### src/trse_pkg.sv
// ----------------------------------------------------------------------------
// Tri-state remote switch encoder package
// Shared constants, item types and the code word builder.
// ----------------------------------------------------------------------------
package trse_pkg;

  // Code word geometry
  localparam int GROUP_BITS = 5;
  localparam int CHAN_COUNT = 5;
  localparam int WORD_BITS  = 12;
  localparam logic [3:0] SYMBOLS = 4'd12;

  // Pulse units of the sync low phase
  localparam logic [4:0] SYNC_LONG  = 5'd31;
  localparam logic [4:0] SYNC_SHORT = 5'd10;

  // Register reset values
  localparam logic [9:0] PULSE_RESET  = 10'd350;
  localparam logic [5:0] REPEAT_RESET = 6'd10;

  // Configuration port
  localparam int CFG_IDX_W  = 2;
  localparam int CFG_DATA_W = 10;
  localparam logic [CFG_IDX_W-1:0] REG_PULSE_LENGTH  = 2'd0;
  localparam logic [CFG_IDX_W-1:0] REG_REPEAT_COUNT  = 2'd1;
  localparam logic [CFG_IDX_W-1:0] REG_SYNC_PROTOCOL = 2'd2;

  // Request kinds
  localparam logic REQ_CMD  = 1'b0;
  localparam logic REQ_TICK = 1'b1;

  // Live configuration
  typedef struct packed {
    logic [9:0] pulse_length;
    logic [5:0] repeat_count;
    logic       sync_protocol;
  } trse_cfg_t;

  // Classified item held in the queue
  typedef struct packed {
    logic                 is_tick;
    logic                 chan_ok;
    logic [WORD_BITS-1:0] word;
  } trse_item_t;

  // Build the code word: bit 11 is the first symbol, 1 = 'F', 0 = '0'
  function automatic logic [WORD_BITS-1:0] build_word(
    input logic [GROUP_BITS-1:0] group,
    input logic [2:0]            chan,
    input logic                  on
  );
    logic [GROUP_BITS-1:0] grp_sym;
    logic [CHAN_COUNT-1:0] chan_sym;
    logic [1:0]            stat_sym;
    begin
      grp_sym = ~group;
      for (int i = 0; i < CHAN_COUNT; i++) begin
        chan_sym[CHAN_COUNT-1-i] = (chan != 3'(i + 1));
      end
      stat_sym = on ? 2'b01 : 2'b10;
      return {grp_sym, chan_sym, stat_sym};
    end
  endfunction

endpackage

### src/trse_if.sv
// ----------------------------------------------------------------------------
// Tri-state remote switch encoder channels
// Command and result channels with valid/ready handshake.
// ----------------------------------------------------------------------------
interface trse_cmd_if;
  logic       valid;
  logic       ready;
  logic       req_type;
  logic [4:0] group_switches;
  logic [2:0] channel;
  logic       turn_on;

  modport source (output valid, req_type, group_switches, channel, turn_on,
                  input ready);
  modport sink   (input valid, req_type, group_switches, channel, turn_on,
                  output ready);
endinterface

interface trse_res_if;
  logic valid;
  logic ready;
  logic pin_level;
  logic busy_res;
  logic rejected;

  modport source (output valid, pin_level, busy_res, rejected, input ready);
  modport sink   (input valid, pin_level, busy_res, rejected, output ready);
endinterface

### src/trse_front.sv
// ----------------------------------------------------------------------------
// Tri-state remote switch encoder front end
// Accepts command and tick transfers, checks the channel, builds the word.
// ----------------------------------------------------------------------------
module trse_front
  import trse_pkg::*;
(
  trse_cmd_if.sink   cmd,
  input  logic       q_ready,
  output logic       q_valid,
  output trse_item_t q_item
);

  // Pass the handshake straight to the queue
  assign q_valid   = cmd.valid;
  assign cmd.ready = q_ready;

  // Classify the transfer
  always_comb begin
    q_item.is_tick = (cmd.req_type == REQ_TICK);
    q_item.chan_ok = (cmd.channel >= 3'd1) && (cmd.channel <= 3'(CHAN_COUNT));
    q_item.word    = build_word(cmd.group_switches, cmd.channel, cmd.turn_on);
  end

endmodule

### src/trse_queue.sv
// ----------------------------------------------------------------------------
// Tri-state remote switch encoder item queue
// Two-entry queue between front end and waveform engine.
// ----------------------------------------------------------------------------
module trse_queue
  import trse_pkg::*;
(
  input  logic       clk,
  input  logic       rst,
  input  logic       in_valid,
  output logic       in_ready,
  input  trse_item_t in_item,
  output logic       out_valid,
  input  logic       out_ready,
  output trse_item_t out_item
);

  trse_item_t entry [2];
  logic       wr_ptr;
  logic       rd_ptr;
  logic [1:0] count;
  logic       push;
  logic       pop;

  assign in_ready  = (count != 2'd2);
  assign out_valid = (count != 2'd0);
  assign push      = in_valid && in_ready;
  assign pop       = out_valid && out_ready;
  assign out_item  = entry[rd_ptr];

  // Store a pushed item
  always_ff @(posedge clk) begin
    if (push) begin
      entry[wr_ptr] <= in_item;
    end
  end

  // Advance pointers and fill count
  always_ff @(posedge clk) begin
    if (rst) begin
      wr_ptr <= 1'b0;
      rd_ptr <= 1'b0;
      count  <= 2'd0;
    end else begin
      if (push) wr_ptr <= ~wr_ptr;
      if (pop)  rd_ptr <= ~rd_ptr;
      count <= count + {1'b0, push} - {1'b0, pop};
    end
  end

endmodule

### src/trse_back.sv
// ----------------------------------------------------------------------------
// Tri-state remote switch encoder waveform engine
// Carries out commands and ticks and holds the result register.
// ----------------------------------------------------------------------------
module trse_back
  import trse_pkg::*;
(
  input  logic       clk,
  input  logic       rst,
  input  trse_cfg_t  cfg,
  input  logic       q_valid,
  output logic       q_ready,
  input  trse_item_t q_item,
  trse_res_if.source res
);

  // Transmission state
  logic [WORD_BITS-1:0] code_word;
  logic [3:0]           symbol_index;
  logic [1:0]           phase_index;
  logic [14:0]          tick_count;
  logic [5:0]           repeats_left;
  logic                 active;

  logic [WORD_BITS-1:0] code_word_next;
  logic [3:0]           symbol_index_next;
  logic [1:0]           phase_index_next;
  logic [14:0]          tick_count_next;
  logic [5:0]           repeats_left_next;
  logic                 active_next;

  // Result register
  logic out_valid;
  logic out_pin;
  logic out_busy;
  logic out_rej;
  logic pin_next;
  logic busy_next;
  logic rej_next;

  logic        pop;
  logic        in_sync;
  logic        sym_is_f;
  logic [3:0]  bit_sel;
  logic [4:0]  units;
  logic [14:0] len_raw;
  logic [14:0] len;
  logic [14:0] tick_inc;
  logic        phase_done;

  // Take an item when the result register is free or being drained
  assign q_ready = !out_valid || res.ready;
  assign pop     = q_valid && q_ready;

  assign res.valid     = out_valid;
  assign res.pin_level = out_pin;
  assign res.busy_res  = out_busy;
  assign res.rejected  = out_rej;

  // Units in the current phase; even phases are high, odd are low
  assign in_sync  = (symbol_index >= SYMBOLS);
  assign bit_sel  = 4'(WORD_BITS - 1) - symbol_index;
  assign sym_is_f = in_sync ? 1'b0 : code_word[bit_sel];

  always_comb begin
    if (in_sync) begin
      if (phase_index == 2'd0) units = 5'd1;
      else units = cfg.sync_protocol ? SYNC_SHORT : SYNC_LONG;
    end else begin
      case (phase_index)
        2'd0:    units = 5'd1;
        2'd1:    units = 5'd3;
        2'd2:    units = sym_is_f ? 5'd3 : 5'd1;
        2'd3:    units = sym_is_f ? 5'd1 : 5'd3;
        default: units = 5'd1;
      endcase
    end
  end

  // Phase length in ticks, at least one
  assign len_raw    = {10'd0, units} * {5'd0, cfg.pulse_length};
  assign len        = (len_raw == 15'd0) ? 15'd1 : len_raw;
  assign tick_inc   = tick_count + 15'd1;
  assign phase_done = (tick_inc >= len);

  // Next state and result for the popped item
  always_comb begin
    code_word_next    = code_word;
    symbol_index_next = symbol_index;
    phase_index_next  = phase_index;
    tick_count_next   = tick_count;
    repeats_left_next = repeats_left;
    active_next       = active;
    pin_next          = 1'b0;
    busy_next         = active;
    rej_next          = 1'b0;
    if (!q_item.is_tick) begin
      if (active || !q_item.chan_ok) begin
        rej_next = 1'b1;
      end else begin
        code_word_next    = q_item.word;
        symbol_index_next = 4'd0;
        phase_index_next  = 2'd0;
        tick_count_next   = 15'd0;
        repeats_left_next = (cfg.repeat_count == 6'd0) ? 6'd1 : cfg.repeat_count;
        active_next       = 1'b1;
        busy_next         = 1'b1;
      end
    end else if (active) begin
      pin_next        = !phase_index[0];
      tick_count_next = tick_inc;
      if (phase_done) begin
        tick_count_next = 15'd0;
        if (in_sync) begin
          if (phase_index == 2'd0) begin
            phase_index_next = 2'd1;
          end else begin
            phase_index_next  = 2'd0;
            symbol_index_next = 4'd0;
            repeats_left_next = repeats_left - 6'd1;
            if (repeats_left == 6'd1) active_next = 1'b0;
          end
        end else if (phase_index == 2'd3) begin
          phase_index_next  = 2'd0;
          symbol_index_next = symbol_index + 4'd1;
        end else begin
          phase_index_next = phase_index + 2'd1;
        end
      end
    end
  end

  // Update transmission state on each transfer
  always_ff @(posedge clk) begin
    if (rst) begin
      code_word    <= '0;
      symbol_index <= 4'd0;
      phase_index  <= 2'd0;
      tick_count   <= 15'd0;
      repeats_left <= 6'd0;
      active       <= 1'b0;
    end else if (pop) begin
      code_word    <= code_word_next;
      symbol_index <= symbol_index_next;
      phase_index  <= phase_index_next;
      tick_count   <= tick_count_next;
      repeats_left <= repeats_left_next;
      active       <= active_next;
    end
  end

  // Hold the result until it is taken
  always_ff @(posedge clk) begin
    if (rst) begin
      out_valid <= 1'b0;
    end else if (pop) begin
      out_valid <= 1'b1;
    end else if (res.ready) begin
      out_valid <= 1'b0;
    end
  end

  always_ff @(posedge clk) begin
    if (pop) begin
      out_pin  <= pin_next;
      out_busy <= busy_next;
      out_rej  <= rej_next;
    end
  end

  // Checks
  a_sym_range: assert property (@(posedge clk) disable iff (rst)
    symbol_index <= SYMBOLS)
    else $error("symbol index beyond sync");

  a_sync_phase: assert property (@(posedge clk) disable iff (rst)
    (symbol_index == SYMBOLS) |-> (phase_index <= 2'd1))
    else $error("sync pulse has more than two phases");

  a_repeats: assert property (@(posedge clk) disable iff (rst)
    active |-> (repeats_left != 6'd0))
    else $error("active with no repetitions left");

  a_rej_quiet: assert property (@(posedge clk) disable iff (rst)
    (out_valid && out_rej) |-> !out_pin)
    else $error("refused command drives the pin");

  a_cmd_busy: assert property (@(posedge clk) disable iff (rst)
    (pop && !q_item.is_tick && q_item.chan_ok && !active) |=> active)
    else $error("accepted command did not start a transmission");

endmodule

### src/tristate_remote_switch_encoder.sv
// ----------------------------------------------------------------------------
// Tri-state remote switch encoder
// Builds a 12-symbol tri-state code word and drives the radio data pin.
// ----------------------------------------------------------------------------
//  channel  dir  payload                                   transfer
//  cmd      in   req_type, group_switches, channel, turn_on valid & ready
//  res      out  pin_level, busy_res, rejected             valid & ready
//  cfg      in   cfg_index, cfg_data                       cfg_we
//
//  One item per clock sustained while results are taken. A result passes
//  through the item queue and then the result register before its
//  transfer. The waveform engine's per-item update (one 5x10 multiply
//  and a 15-bit compare) sets that rate. Reset (rst, synchronous) empties
//  the queue, stops any transmission and loads the register defaults. A
//  stalled result holds; the queue keeps accepting until two items wait.
// ----------------------------------------------------------------------------
module tristate_remote_switch_encoder
  import trse_pkg::*;
(
  input  logic                  clk,
  input  logic                  rst,
  trse_cmd_if.sink              cmd,
  trse_res_if.source            res,
  input  logic                  cfg_we,
  input  logic [CFG_IDX_W-1:0]  cfg_index,
  input  logic [CFG_DATA_W-1:0] cfg_data
);

  trse_cfg_t  cfg;
  logic       fq_valid;
  logic       fq_ready;
  trse_item_t fq_item;
  logic       qb_valid;
  logic       qb_ready;
  trse_item_t qb_item;

  // Configuration registers
  always_ff @(posedge clk) begin
    if (rst) begin
      cfg.pulse_length  <= PULSE_RESET;
      cfg.repeat_count  <= REPEAT_RESET;
      cfg.sync_protocol <= 1'b0;
    end else if (cfg_we) begin
      case (cfg_index)
        REG_PULSE_LENGTH:  cfg.pulse_length  <= cfg_data;
        REG_REPEAT_COUNT:  cfg.repeat_count  <= cfg_data[5:0];
        REG_SYNC_PROTOCOL: cfg.sync_protocol <= cfg_data[0];
        default: ;
      endcase
    end
  end

  trse_front u_front (
    .cmd     (cmd),
    .q_ready (fq_ready),
    .q_valid (fq_valid),
    .q_item  (fq_item)
  );

  trse_queue u_queue (
    .clk       (clk),
    .rst       (rst),
    .in_valid  (fq_valid),
    .in_ready  (fq_ready),
    .in_item   (fq_item),
    .out_valid (qb_valid),
    .out_ready (qb_ready),
    .out_item  (qb_item)
  );

  trse_back u_back (
    .clk     (clk),
    .rst     (rst),
    .cfg     (cfg),
    .q_valid (qb_valid),
    .q_ready (qb_ready),
    .q_item  (qb_item),
    .res     (res)
  );

endmodule
### src/flat_wrapper.sv
// flat-port wrapper written by rule: the top's interface ports become plain ports
module tristate_remote_switch_encoder_flat import trse_pkg::*;
  (clk, rst, cfg_we, cfg_index, cfg_data, cmd_valid, cmd_req_type, cmd_group_switches, cmd_channel, cmd_turn_on, cmd_ready, res_valid, res_pin_level, res_busy_res, res_rejected, res_ready);
  trse_cmd_if cmd_i ();
  trse_res_if res_i ();
  input  logic clk;
  input  logic rst;
  input  logic cfg_we;
  input  logic [CFG_IDX_W-1:0] cfg_index;
  input  logic [CFG_DATA_W-1:0] cfg_data;
  input wire logic [$bits(cmd_i.valid)-1:0] cmd_valid;
  input wire logic [$bits(cmd_i.req_type)-1:0] cmd_req_type;
  input wire logic [$bits(cmd_i.group_switches)-1:0] cmd_group_switches;
  input wire logic [$bits(cmd_i.channel)-1:0] cmd_channel;
  input wire logic [$bits(cmd_i.turn_on)-1:0] cmd_turn_on;
  output wire logic [$bits(cmd_i.ready)-1:0] cmd_ready;
  output wire logic [$bits(res_i.valid)-1:0] res_valid;
  output wire logic [$bits(res_i.pin_level)-1:0] res_pin_level;
  output wire logic [$bits(res_i.busy_res)-1:0] res_busy_res;
  output wire logic [$bits(res_i.rejected)-1:0] res_rejected;
  input wire logic [$bits(res_i.ready)-1:0] res_ready;
  assign cmd_i.valid = cmd_valid;
  assign cmd_i.req_type = cmd_req_type;
  assign cmd_i.group_switches = cmd_group_switches;
  assign cmd_i.channel = cmd_channel;
  assign cmd_i.turn_on = cmd_turn_on;
  assign cmd_ready = cmd_i.ready;
  assign res_valid = res_i.valid;
  assign res_pin_level = res_i.pin_level;
  assign res_busy_res = res_i.busy_res;
  assign res_rejected = res_i.rejected;
  assign res_i.ready = res_ready;
  tristate_remote_switch_encoder u_core (.clk(clk), .rst(rst), .cmd(cmd_i), .res(res_i), .cfg_we(cfg_we), .cfg_index(cfg_index), .cfg_data(cfg_data));
endmodule
### config.mk
export PLATFORM = sky130hd
export DESIGN_NAME = tristate_remote_switch_encoder_flat
export DESIGN_NICKNAME = d
export VERILOG_FILES = /design/src/trse_pkg.sv /design/src/trse_if.sv /design/src/trse_front.sv /design/src/trse_queue.sv /design/src/trse_back.sv /design/src/tristate_remote_switch_encoder.sv /design/src/flat_wrapper.sv
export SDC_FILE = /design/constraint.sdc
export NUM_CORES = 1
export LEC_CHECK = 0
export ABC_AREA = 1
export BUFFER_PORTS_ARGS = -buffer_cell sky130_fd_sc_hd__buf_2
export CAP_MARGIN = 20
export CORE_ASPECT_RATIO = 1.4
export CORE_MARGIN = 10
export CORE_UTILIZATION = 51
export CTS_CLUSTER_DIAMETER = 120
export DETAILED_ROUTE_END_ITERATION = 16
export PLACE_DENSITY_LB_ADDON = 0.15
export SLEW_MARGIN = 20
export SYNTH_ARGS = -nofsm -noshare
export SYNTH_HDL_FRONTEND = slang
export SYNTH_SLANG_ARGS = --single-unit
### constraint.sdc
create_clock -name clk -period 5.1 [get_ports clk]
set_clock_uncertainty 0.1 [all_clocks]
set_input_delay 0.51 -clock clk [delete_from_list [all_inputs] [get_ports clk]]
set_output_delay 0.51 -clock clk [all_outputs]
set_load 0.005 [all_outputs]
==> metrics.yaml, run 1 <==
run_status:
  outcome: "complete, but fails checks"
  violations: "setup timing"
sta:
  timing.final.crit_share: 1.06
  setup_viol: 28
  rsz0062_at_grt: "true"
  tightest_slew_ns: 0.941
  max_slew_margin: 0.372
  finalCriticalPeriod_ns: 5.41
  hold_viol: 0
  slew_viol_final: 0
  fin_ws_ns: -0.305
  max_clock_freq_mhz: 185
clock_network:
  root_buffer: "clkbuf_16"
  clock_sinks: 94
  clk_path_buf_depth: 2
  cts_tree: "done"
  numCtsBuffers: 9
  clk_pin_slew_worst_paths_ns: 0.07
  htreeDepth: 3
  clk_latency_ns: 0.35
global_route:
  gr-usage-all-layers: 0.180
  grt_max_degree: 41
  antenna_found_initial: 0
  grt-ovfl-total: 0
  first_global_vias: 6032
  grt_pass1_wl_um: 26700
synthesis:
  yosys.area.top_type_share: 0.196
  synth-seq-cells: 94
  synth.area.top_cells: "dfxtp_1, edfxtp_1, nand2_1"
  synth.distinct_cells: 42
  ys_seq_area_frac: 0.341
  synthCells: 851
  synth_area_sq_um: 6420
  synthesis.nets: 950
  yosysTopAreaCell: "dfxtp_1"
  synth.avg_cell_area_sq_um: 7.55
  ys_warn_count: 0
power:
  share_comb_of_total_power: 0.405
  clkPwrFrac: 0.241
  p_per_area_nw_per_um2: 337
  p_sw_mw: 1.10
  p_int_mw: 1.69
  ir_worst_vdd_mv: 0.278
  p_leak_nw: 4.01
  swShare: 0.394
  p_seq_frac: 0.355
setup_path:
  crit_start: "u_core.u_back.symbol_index[3]$_SDFFE_PP0P_"
  r2r_start: "u_core.u_back.symbol_index[3]$_SDFFE_PP0P_"
  endpoint_kind: "flip-flop"
  crit_slowest_cell: "fa_1"
  crit_type: "reg -> reg"
  cpPeakStageDelay_ns: 0.53
  critPathLaunchType: "flip-flop"
  critPathArrivalTime_ns: 5.59
  critical_path_required_ns: 5.29
  crit_fanout: 6
final_layout:
  syn_to_final_growth_pct: 28.6
  drive_gt1_frac: 0.286
  finalNetCount: 1046
  layout_commonest_cell: "nand2_1"
  n_fill_cell: 994
  mostFrequentLayoutCells: "nand2_1, inv_1, nor2_1"
  antennaDiodeCount: 0
  final_area_sq_um: 8260
floorplan:
  start_util: 0.522
  die_w_um: 115
  pin_count: 32
  rows: 48
  die_area_sq_um: 17500
  die_h_um: 153
  core_sq_um: 12300
placement:
  post-place-ws_ns: -0.591
  dpl_cell_area_sq_um: 7210
  io_buffers: 31
  gp_congestion: 0.907
  dp_hpwl_um: 11700
route:
  ant_nets: 0
  drc: 0
  wl_per_cell_um: 14.5
  drt_iter0_drc: 226
  drt-total-wl_um: 16000
  drt_pre_antenna_iters: 4
  via_count: 5785
  viasPerCell: 5.25
hold_path:
  hold_path.class: "in -> reg"
  hp-start: "cmd_req_type"
job:
  cap_violations: 0
==> state kept, by name, indices dropped and copies added (netlist names), named ones only <==
register                     flops
u_core.cfg                      17
u_core.u_back.active             1
u_core.u_back.code_word         12
u_core.u_back.phase_index        2
u_core.u_back.repeats_left       6
u_core.u_back.res.busy_res       1
u_core.u_back.res.pin_level      1
u_core.u_back.res.rejected       1
u_core.u_back.res.valid          1
u_core.u_back.symbol_index       4
u_core.u_back.tick_count        15
u_core.u_queue.count             2
u_core.u_queue.entry            28
u_core.u_queue.rd_ptr            1
u_core.u_queue.wr_ptr            1
==> critical path, delay by kind of cell, from the launching register on <==
kind | cells | cell delay (ns)
compound gates | 1 | 0.18
simple gates | 19 | 1.85
fa+ha+maj | 6 | 2.25
flops | 1 | 0.35
buf+inv | 6 | 0.58
==> per-stage QoR <==
| step | instances | hold slack [ns] | util | setup TNS [ns] | power (mW) |
|---|---|---|---|---|---|
| CTS | 1097 | 0.240 | 0.647 | -5.53 | 2.74 |
| finish | 1102 | 0.252 | 0.671 | -7.19 | 2.78 |
| global route | 1102 | 0.241 | 0.671 | -15.34 | 2.98 |
| floorplan | 851 | 0.326 | - | 0 | 1.69 |
| detailed placement | 1072 | 0.343 | 0.586 | -15.50 | 1.97 |
| global placement | 1072 | 0.335 | 0.586 | -12.84 | 1.93 |
==> power by group through the flow <==
stage	registers, mW	logic (mW)	clock network, mW
CTS	0.987	1.07	0.684
floorplan	0.962	0.725	0
global placement	0.997	0.936	0
global route	1.00	1.26	0.708
finish	0.987	1.13	0.670
detailed placement	1.00	0.963	0
==> Yosys cell counts, drive strengths merged <==
master,instances
xor2,13
clkbuf,11
fa,24
nand3,36
nor3,9
and2,1
o31ai,2
clkinv,2
xnor2,5
buf,8
edfxtp,31
or2,1
o211ai,8
dfxtp,63
ha,48
nand3b,6
nand4,21
nand2,183
a311oi,1
o21ai,43
a21oi,83
a21o,1
a31oi,1
nor2,100
inv,150
==> layer usage <==
metal | vias up | share of wire | GRT usage
met5 | - | 0 | 0
met4 | 0 | 0.040 | 0.0792
met3 | 45 | 0.025 | 0.0276
met2 | 101 | 0.55 | 0.336
met1 | 2712 | 0.39 | 0.190
li1 | 2927 | - | -
==> timing repair <==
item	in CTS	in global routing
gates cloned	3	0
hold buffers	0	0
setup endpoints to repair	28	28
pin swaps	57	65
gates resized for setup	87	83
setup buffers	6	9
==> final cells by class <==
class / instances / area, sq um / area share
clock buffer: 9 / 225 / 0.0273
clock inverter: 7 / 75.1 / 0.00909
inverter: 152 / 579 / 0.0702
multi-input combinational: 588 / 4280 / 0.519
sequential: 94 / 2200 / 0.266
tap: 150 / 188 / 0.0227
timing repair buffer: 102 / 707 / 0.0856
==> worst paths after layout <==
kind / end / depth (start not counted) / slack [ns]
setup / recovery: u_core.u_back.repeats_left[5]$_SDFFE_PP0P_ / 32 / -0.31
hold / removal: u_core.u_queue.entry[1][13]$_DFFE_PP_ / 1 / 0.25
setup reg to reg: u_core.u_back.repeats_left[5]$_SDFFE_PP0P_ / 32 / -0.31
hold reg to reg: u_core.u_queue.rd_ptr$_SDFFE_PP0P_ / 1 / 0.35
==> cells by family after synthesis <==
logic type	share of synthesized area
adder cells (fa/ha/maj)	0.168
AO/OA/AOI/OAI	0.119
flip-flops	0.341
buffers and inverters	0.105
AND/OR/NAND/NOR	0.242
XOR/XNOR	0.0245
Note: power is estimated with default switching activity, not from simulation.
==> inputs of run 2 (changes only) <==
--- a/config.mk
+++ b/config.mk
@@ -11,6 +11,7 @@
 export CORE_ASPECT_RATIO = 1.4
 export CORE_MARGIN = 10
 export CORE_UTILIZATION = 51
+export CTS_BUF_LIST = sky130_fd_sc_hd__clkbuf_4
 export CTS_CLUSTER_DIAMETER = 120
 export DETAILED_ROUTE_END_ITERATION = 16
 export PLACE_DENSITY_LB_ADDON = 0.15
==> metrics.yaml, run 2 (synthesis results as in run 1) <==
setup_path:
  crit_slowest_cell: "fa_2"
  critPathArrivalTime_ns: 5.62
  r2r_start: "u_core.u_back.phase_index[1]$_SDFFE_PP0P_"
  crit_type: "reg -> reg"
  crit_fanout: 6
  critPathLaunchType: "flip-flop"
  critical_path_required_ns: 5.41
  endpoint_kind: "flip-flop"
  r2r_slack_ns: -0.21
  r2r-end: "u_core.u_back.phase_index[0]$_SDFFE_PP0P_"
  reg2reg_depth: 29
  cpPeakStageDelay_ns: 0.57
final_layout:
  largest-register: "u_core.u_queue.entry"
  largest_reg_flops: 28
  mostFrequentLayoutCells: "nand2_1, inv_1, nor2_1"
  finalNetCount: 1052
  layout_commonest_cell: "nand2_1"
  final_cells: 1109
  post-route-util: 0.657
  n_fill_cell: 1033
  top_regs: "u_core.u_queue.entry x28, u_core.cfg x17, u_core.u_back.tick_count x15"
  final_area_sq_um: 8080
  syn_to_final_growth_pct: 25.9
  drive_gt1_frac: 0.289
sta:
  fin_ws_ns: -0.214
  max_clock_freq_mhz: 188
  holdWs_ns: 0.0998
  max_slew_margin: 0.371
  finalCriticalPeriod_ns: 5.31
  timing.final.crit_share: 1.04
  hold_viol: 0
  setup_viol: 28
  rsz0062_at_grt: "true"
  tightest_slew_ns: 0.942
  slew_viol_final: 0
power:
  p_seq_frac: 0.389
  ir_worst_vdd_mv: 0.247
  clkPwrFrac: 0.163
  p_per_area_nw_per_um2: 314
  p_sw_mw: 1.07
  p_leak_nw: 3.85
  share_comb_of_total_power: 0.448
  swShare: 0.422
  p_int_mw: 1.47
global_route:
  antenna_found_initial: 1
  gr-usage-all-layers: 0.178
  grt_pass1_wl_um: 26300
  first_global_vias: 5968
  grt-ovfl-total: 0
  grt_max_degree: 41
floorplan:
  die_area_sq_um: 17500
  core_sq_um: 12300
  start_util: 0.522
  rows: 48
  pin_count: 32
  die_w_um: 115
  die_h_um: 153
placement:
  gp_congestion: 0.907
  dp_hpwl_um: 11700
  dp_cells: 1072
  io_buffers: 31
  post-place-ws_ns: -0.591
  dpl_cell_area_sq_um: 7210
route:
  drt_iter0_drc: 255
  viasPerCell: 5.27
  via_count: 5845
  drt_pre_antenna_iters: 4
  routed-wl-met3_um: 336
  wl_per_cell_um: 14.6
  drc: 0
  ant_nets: 0
  drt-total-wl_um: 16200
  wl_met1_um: 6260
  top_layer: "met4"
  dr_wl_met2_um: 9050
clock_network:
  htreeDepth: 3
  clock_sinks: 94
  root_buffer: "clkbuf_4"
  numCtsBuffers: 9
  cts_tree: "done"
  clk_pin_slew_worst_paths_ns: 0.17
  clk_path_buf_depth: 2
  clk_latency_ns: 0.48
hold_path:
  hold_end: "u_core.u_queue.entry[1][13]$_DFFE_PP_"
  min_path_cells: 1
  hp-start: "cmd_req_type"
  hold_path.class: "in -> reg"
job:
  cap_violations: 0
run_status:
  violations: "setup timing"
  outcome: "complete, but fails checks"
## run 2: routing by layer
layer / up-vias / global-route usage
met5: - / 0
met4: 0 / 0.0703
met3: 45 / 0.0221
met2: 91 / 0.338
met1: 2754 / 0.188
li1: 2955 / -
## run 2: area by class of cell
class	count	area, sq um	area share
antenna	1	2.50	0.000310
clock buffer	9	67.6	0.00836
clock inverter	7	75.1	0.00929
inverter	152	582	0.0720
multi-input combinational	588	4200	0.519
sequential	94	2200	0.272
tap	150	188	0.0232
timing repair buffer	108	772	0.0955
## run 2: worst max-delay path by stage
stage	cells past startpoint	slack [ns]	endpoint	start
6_report	29	-0.21	u_core.u_back.phase_index[0]$_SDFFE_PP0P_	u_core.u_back.phase_index[1]$_SDFFE_PP0P_
2_1_floorplan	30	0.007	u_core.u_back.tick_count[7]$_SDFFE_PP0P_	u_core.u_back.symbol_index[3]$_SDFFE_PP0P_
4_1_cts	31	-0.22	u_core.u_back.active$_SDFFE_PP0P_	u_core.u_back.phase_index[1]$_SDFFE_PP0P_
3_5_place_dp	31	-0.59	u_core.u_back.repeats_left[2]$_SDFFE_PP0P_	u_core.u_back.symbol_index[3]$_SDFFE_PP0P_
5_1_grt	30	-0.50	u_core.u_back.tick_count[9]$_SDFFE_PP0P_	u_core.u_back.phase_index[1]$_SDFFE_PP0P_
3_3_place_gp	31	-0.48	u_core.u_back.repeats_left[5]$_SDFFE_PP0P_	u_core.u_back.symbol_index[3]$_SDFFE_PP0P_
## run 2: metrics by stage
stage                     TNS (ns)  power [mW]
after floorplan                  0        1.69
after global placement      -12.84        1.93
after global routing        -12.94        2.73
final                        -4.03        2.54
after CTS                    -4.97        2.47
after detailed placement    -15.50        1.97
## run 2: power groups by stage
stage	Clock [mW]	Combinational, mW	Sequential (mW)
after floorplan	0	0.725	0.962
after global placement	0	0.936	0.997
after detailed placement	0	0.963	1.00
after CTS	0.422	1.06	0.987
after global routing	0.447	1.28	1.00
final	0.414	1.14	0.988
## run 2: critical path, delay by kind of cell (launching register included)
kind / cells / cell delay, ns
fa+ha+maj: 6 / 2.22
simple gates: 12 / 1.18
flops: 1 / 0.37
buf+inv: 7 / 0.70
compound gates: 3 / 0.46
xor+xnor: 1 / 0.18
## run 2: repair_timing
action | CTS | global route
gates resized for setup | 67 | 96
pin swaps | 42 | 86
buffers inserted | 8 | 11
hold buffers | 0 | 0
cloned | 3 | 0
setup endpoints to repair | 28 | 28
